==> config.mk <==
export PLATFORM = sky130hd
export DESIGN_NAME = cmej_term
export DESIGN_NICKNAME = d
export VERILOG_FILES = /design/src/design/cmej_pkg.sv /design/src/design/cmej_term.sv
export SDC_FILE = /design/constraint.sdc
export NUM_CORES = 2
export LEC_CHECK = 0
export BUFFER_PORTS_ARGS = -buffer_cell sky130_fd_sc_hd__buf_4
export CORE_MARGIN = 1.5
export CORE_UTILIZATION = 35
export CTS_CLUSTER_SIZE = 10
export DETAILED_ROUTE_END_ITERATION = 16
export GPL_TIMING_DRIVEN = 0
export PLACE_DENSITY = 0.62
export SYNTH_ARGS = -nofsm -noshare
export SYNTH_HDL_FRONTEND = slang
export SYNTH_SLANG_ARGS = --single-unit
==> constraint.sdc <==
create_clock -name clk_i -period 10.1 [get_ports clk_i]
set_input_delay 2.02 -clock clk_i [delete_from_list [all_inputs] [get_ports clk_i]]
set_output_delay 2.02 -clock clk_i [all_outputs]
set_load 0.02 [all_outputs]
==> src/design/cmej_pkg.sv <==
// ----------------------------------------------------------------------------
// cmej_pkg: shared types and constants for the cluster move energy judge
// Widths of the cluster store, the face fields and the energy arithmetic.
// ----------------------------------------------------------------------------
package cmej_pkg;

  localparam int MaxClusters = 256;
  localparam int ClW         = $clog2(MaxClusters);
  localparam int CntW        = 9;
  localparam int LimW        = (CntW > ClW + 1) ? CntW : ClW + 1;
  localparam int SrcW        = 9;
  localparam int TgtW        = 8;
  localparam int FaceW       = 24;
  localparam int CoordW      = 32;
  localparam int AreaW       = 40;
  localparam int SumW        = 48;
  localparam int HalfW       = SumW / 2;
  localparam int NumW        = 96;
  localparam int QsumW       = NumW + 1;
  localparam int StepW       = $clog2(NumW);

  localparam logic [SrcW-1:0] FreeSrc  = '1;
  localparam logic [CntW-1:0] CntReset = CntW'(256);

  // One cluster entry: accumulated area and weighted centroid sums
  typedef struct packed {
    logic [AreaW-1:0] area;
    logic [SumW-1:0]  sx;
    logic [SumW-1:0]  sy;
    logic [SumW-1:0]  sz;
  } entry_t;

endpackage

==> src/design/cmej_term.sv <==
// ----------------------------------------------------------------------------
// cmej_term: iterative energy term unit
// Computes (sx^2 + sy^2 + sz^2) / area, truncated, with one shared 24x24
// multiplier (a multiply and an accumulate step per partial product) and a
// restoring divider that retires one quotient bit per cycle.
// ----------------------------------------------------------------------------
module cmej_term (
  input  logic                          clk_i,
  input  logic                          rst_ni,
  input  logic                          start_i,
  input  logic [cmej_pkg::SumW-1:0]     sx_i,
  input  logic [cmej_pkg::SumW-1:0]     sy_i,
  input  logic [cmej_pkg::SumW-1:0]     sz_i,
  input  logic [cmej_pkg::AreaW-1:0]    area_i,
  output logic                          done_o,
  output logic [cmej_pkg::NumW-1:0]     quot_o
);

  typedef enum logic [3:0] {
    T_IDLE = 4'b0001,
    T_MUL  = 4'b0010,
    T_ACC  = 4'b0100,
    T_DIV  = 4'b1000
  } tstate_e;

  localparam int HW = cmej_pkg::HalfW;
  localparam int SW = cmej_pkg::SumW;
  localparam int NW = cmej_pkg::NumW;
  localparam int AW = cmej_pkg::AreaW;

  tstate_e                       state_q, state_d;
  logic [SW-1:0]                 mx_q, my_q, mz_q;
  logic [AW-1:0]                 area_q;
  logic [1:0]                    coord_q, part_q;
  logic [SW-1:0]                 prod_q;
  logic [NW-1:0]                 acc_q;
  logic [AW-1:0]                 rem_q;
  logic [cmej_pkg::StepW-1:0]    step_q;
  logic                          done_q;

  logic [SW-1:0]                 mag_sel;
  logic [HW-1:0]                 op_a, op_b;
  logic [NW-1:0]                 addend;
  logic [AW:0]                   shifted;
  logic                          ge;

  function automatic logic [SW-1:0] mag(input logic [SW-1:0] v);
    mag = v[SW-1] ? (~v + SW'(1)) : v;
  endfunction

  // Pick the coordinate and the half-words of this partial product
  always_comb begin
    unique case (coord_q)
      2'd0:    mag_sel = mx_q;
      2'd1:    mag_sel = my_q;
      default: mag_sel = mz_q;
    endcase
    op_a = (part_q == 2'd0) ? mag_sel[HW-1:0] : mag_sel[SW-1:HW];
    op_b = (part_q == 2'd2) ? mag_sel[SW-1:HW] : mag_sel[HW-1:0];
    unique case (part_q)
      2'd0:    addend = NW'(prod_q);
      2'd1:    addend = NW'(prod_q) << (HW + 1);
      default: addend = NW'(prod_q) << SW;
    endcase
  end

  // One restoring division step
  assign shifted = {rem_q, acc_q[NW-1]};
  assign ge      = (shifted >= {1'b0, area_q});

  always_comb begin
    state_d = state_q;
    unique case (state_q)
      T_IDLE:  if (start_i) state_d = T_MUL;
      T_MUL:   state_d = T_ACC;
      T_ACC:   state_d = (part_q == 2'd2 && coord_q == 2'd2) ? T_DIV : T_MUL;
      T_DIV:   if (step_q == cmej_pkg::StepW'(NW - 1)) state_d = T_IDLE;
      default: state_d = T_IDLE;
    endcase
  end

  // Advance the sequencer
  always_ff @(posedge clk_i or negedge rst_ni) begin
    if (!rst_ni) begin
      state_q <= T_IDLE;
      done_q  <= 1'b0;
      coord_q <= '0;
      part_q  <= '0;
      step_q  <= '0;
    end else begin
      state_q <= state_d;
      done_q  <= (state_q == T_DIV) && (state_d == T_IDLE);
      unique case (state_q)
        T_IDLE: begin
          coord_q <= '0;
          part_q  <= '0;
          step_q  <= '0;
        end
        T_ACC: begin
          if (part_q == 2'd2) begin
            part_q  <= '0;
            coord_q <= coord_q + 2'd1;
          end else begin
            part_q <= part_q + 2'd1;
          end
        end
        T_DIV:   step_q <= step_q + cmej_pkg::StepW'(1);
        default: ;
      endcase
    end
  end

  // Datapath: operands, product, accumulator and remainder
  always_ff @(posedge clk_i) begin
    unique case (state_q)
      T_IDLE: begin
        if (start_i) begin
          mx_q   <= mag(sx_i);
          my_q   <= mag(sy_i);
          mz_q   <= mag(sz_i);
          area_q <= area_i;
          acc_q  <= '0;
          rem_q  <= '0;
        end
      end
      T_MUL:   prod_q <= op_a * op_b;
      T_ACC:   acc_q <= acc_q + addend;
      T_DIV: begin
        rem_q <= ge ? AW'(shifted - {1'b0, area_q}) : shifted[AW-1:0];
        acc_q <= {acc_q[NW-2:0], ge};
      end
      default: ;
    endcase
  end

  assign done_o = done_q;
  assign quot_o = acc_q;

endmodule

==> impl_metrics.tcl <==
set metrics [dict create \
    worstSetupPathType "reg2reg" \
    layout.nets 6304 \
    grt_pass1_vias 38400 \
    fin_worst_skew_ns 0.0444 \
    gp_congestion 0.991 \
    fp-row-count 131 \
    fin_crit_ns 9.81 \
    synth.distinct_cells 81 \
    clock_latency_ns 0.64 \
    crit_cells 31 \
    grt_pass1_wl_um 244000 \
    grt_usage_pct 24.6 \
    whs_ns 0.490 \
    cts_sinks 384 \
    synth_area_um2 45400 \
    htreeDepth 2 \
    cap_violations 0 \
    dp_hpwl_um 135000 \
    cp_top_family "adder cells" \
    yosysTopAreaCell "edfxtp_1" \
    hold_class "reg2reg" \
    status "complete, no violations" \
    cts.path.max_buffers 3 \
    ctsHoldBuffers 0 \
    ys_ff_latch 384 \
    async_reset_ff_share_pct 4.17 \
    relSlewSlack_pct 13.9 \
    syn_to_final_growth_pct 14.7 \
    start_util_pct 35.4 \
    numCtsBuffers 48 \
    synth.avg_cell_area_um2 9.10 \
    syn_inst 4981 \
    drive_gt1_share_pct 11.0 \
    r2r_cells 31 \
    syn_nets 5968 \
    worst_slew_pin_slew_ns 1.28 \
    drc 0 \
    finalCritPeriodShare_pct 97.1 \
    synth-seq-area-share_pct 25.3 \
    worst_path_largest_cell_delay_ns 0.92 \
    fmax_mhz 102 \
    die_height_um 363 \
    die_x_um 363 \
    routedWlPerCell_um 23.1 \
    gr-total-overflow 0 \
    ant_nets 0 \
    firstDrtPassIters 9 \
    crit_arrival_ns 10.08 \
    dieArea_um2 132000 \
    synth_flop_cell "edfxtp_1" \
    synth_edf_count 368 \
    crit_slowest_cell "mux2i_1" \
    slew_viol_final 0 \
    hold-path-cell-count 1 \
    path_clk_slew_ns 0.05 \
    drt_iter0_markers 3926 \
    netlist_top_cells_area "edfxtp_1, fa_1, ha_1" \
    synth_warnings 0 \
    cp-start-kind "flop" \
    vias 38600 \
    io_buffer_count 282 \
    io_pins 284 \
    core_area_um2 128000 \
    vias_per_cell 5.46 \
    crit_fanout 10 \
    timing.critical_path.buf_inv 8 \
    antenna_found_initial 5 \
    nFillCells 12700 \
    setup_viol 0 \
    cts_root_buffer "clkbuf_16" \
    grt_max_degree 111 \
    end_kind "flop" \
    required_ns 10.37 \
    cp_common_cell "fa_1" \
    hold_viol 0 \
    synth_top_area_share_pct 24.4 \
    cts_tree "yes" \
    postRouteWirelength_um 163000 \
]
==> registers in the layout (all words and copies together), names as in the netlist <==
signal / flops
my_q: 48
mx_q: 48
done_o: 1
coord_q: 2
step_q: 7
part_q: 2
mz_q: 48
state_q: 4
area_q: 40
quot_o: 96
rem_q: 40
prod_q: 48
==> through the flow <==
step	std cells	setup slack (ns)	instance area, um2	util, %	setup TNS (ns)
3_3_place_gp	6992	-2.01	49600	38.8	-20.40
4_1_cts	7075	-0.0148	51600	40.3	-0.0148
5_1_grt	7072	-0.0959	52000	40.6	-0.0959
3_5_place_dp	7005	-2.01	49900	38.9	-21.08
6_report	7073	0.290	52000	40.6	0
2_1_floorplan	4981	1.40	45400	-	0
==> final timing paths <==
path | from | endpoint | slack [ns]
max | coord_q[0] | prod_q[47] | 0.29
min | step_q[3] | step_q[3] | 0.49
max reg2reg | coord_q[0] | prod_q[47] | 0.29
min reg2reg | step_q[3] | step_q[3] | 0.49
max in group asynchronous | rst_ni | state_q[0] | 8.58
min in group asynchronous | rst_ni | part_q[0] | 1.26
==> synth_stat cells (9+ instances only) <==
library cell,n
nor4_1,14
o22ai_1,10
mux2_2,23
o21bai_1,34
a22o_1,82
o31ai_1,57
a221oi_1,11
nor2b_1,23
a211o_1,9
edfxtp_1,368
dfrtp_1,15
nand3_1,48
o41ai_1,28
buf_1,16
o21a_1,43
inv_1,644
a21o_1,136
ha_1,316
xnor2_1,230
mux2i_1,58
nand4_1,62
a31oi_1,31
xor2_1,69
o21ai_0,254
or4_1,22
clkbuf_1,246
fa_1,484
or2_2,19
and3_1,13
nand2b_1,34
a21oi_1,272
nor3_1,47
o22a_1,10
nor2_1,487
a211oi_1,13
or3_1,38
nand2_1,539
and2_1,70
==> cell families (layout without fill, tap and decap cells) <==
family	Yosys count	after routing	share of synthesized area (%)
and+or+nand+nor	1451	1451	14.4
AOI/OAI and AO/OA	1058	1058	15.1
buffers and inverters	908	1270	7.53
adders and majority gates	800	800	30.1
DFF	384	384	25.3
xor gates and xnor gates	299	299	5.77
muxes	81	81	1.85
other	0	1	0
==> layout make-up <==
| cell class | count | area (um2) | share of cell area [%] |
|---|---|---|---|
| Antenna cell | 1 | 2.50 | 0.00481 |
| Buffer | 248 | 1140 | 2.20 |
| Clock buffer | 65 | 1300 | 2.49 |
| Clock inverter | 11 | 165 | 0.318 |
| Inverter | 645 | 2430 | 4.67 |
| Multi-Input combinational cell | 3689 | 31000 | 59.6 |
| Sequential cell | 384 | 11500 | 22.0 |
| Tap cell | 1729 | 2160 | 4.16 |
| Timing Repair Buffer | 301 | 2340 | 4.49 |
==> timing repair <==
| action | in CTS | in global routing |
|---|---|---|
| setup endpoints to repair | 20 | 12 |
| hold endpoints to repair | 0 | 0 |
| gates resized for setup | 144 | 155 |
| buffers inserted | 3 | 3 |
| pin swaps | 0 | 3 |
==> placed cells by master, fill, tap and decap left out, drive strengths merged, types with 9 or more instances in the layout <==
cell	instances
nor4	14
nand2b	34
nand3	48
nor2b	23
and2	72
or4	24
o22a	10
o21a	43
mux2i	58
a221oi	11
edfxtp	368
o31ai	58
o41ai	30
and3	13
inv	647
o21bai	34
ha	316
a31oi	31
a22o	82
a211o	9
a21oi	272
nand2	539
dfrtp	15
nor3	47
o22ai	10
fa	484
nor2	487
o21ai	258
or3	43
a21o	136
a211oi	13
clkbuf	284
or2	19
buf	330
mux2	23
nand4	62
xor2	69
xnor2	230
==> worst register-to-register path, delay by kind of cell (launching register included) <==
family | cells | cell delay, ns
muxes | 2 | 1.10
and+or+nand+nor | 6 | 1.22
adders and majority gates | 9 | 4.34
AOI/OAI and AO/OA | 6 | 1.38
buffers and inverters | 8 | 1.00
DFF | 1 | 0.38
==> metal layers <==
layer	global-route usage, %	vias up	routed length, um
li1	-	17500	-
met1	32.6	19100	68100
met2	39.6	1771	74500
met3	4.81	326	14100
met4	9.17	0	6550
met5	0	-	0
Power is left out: the tool's default activity adds up to more than one toggle a clock period on the data nets, which glitch-free logic cannot reach.
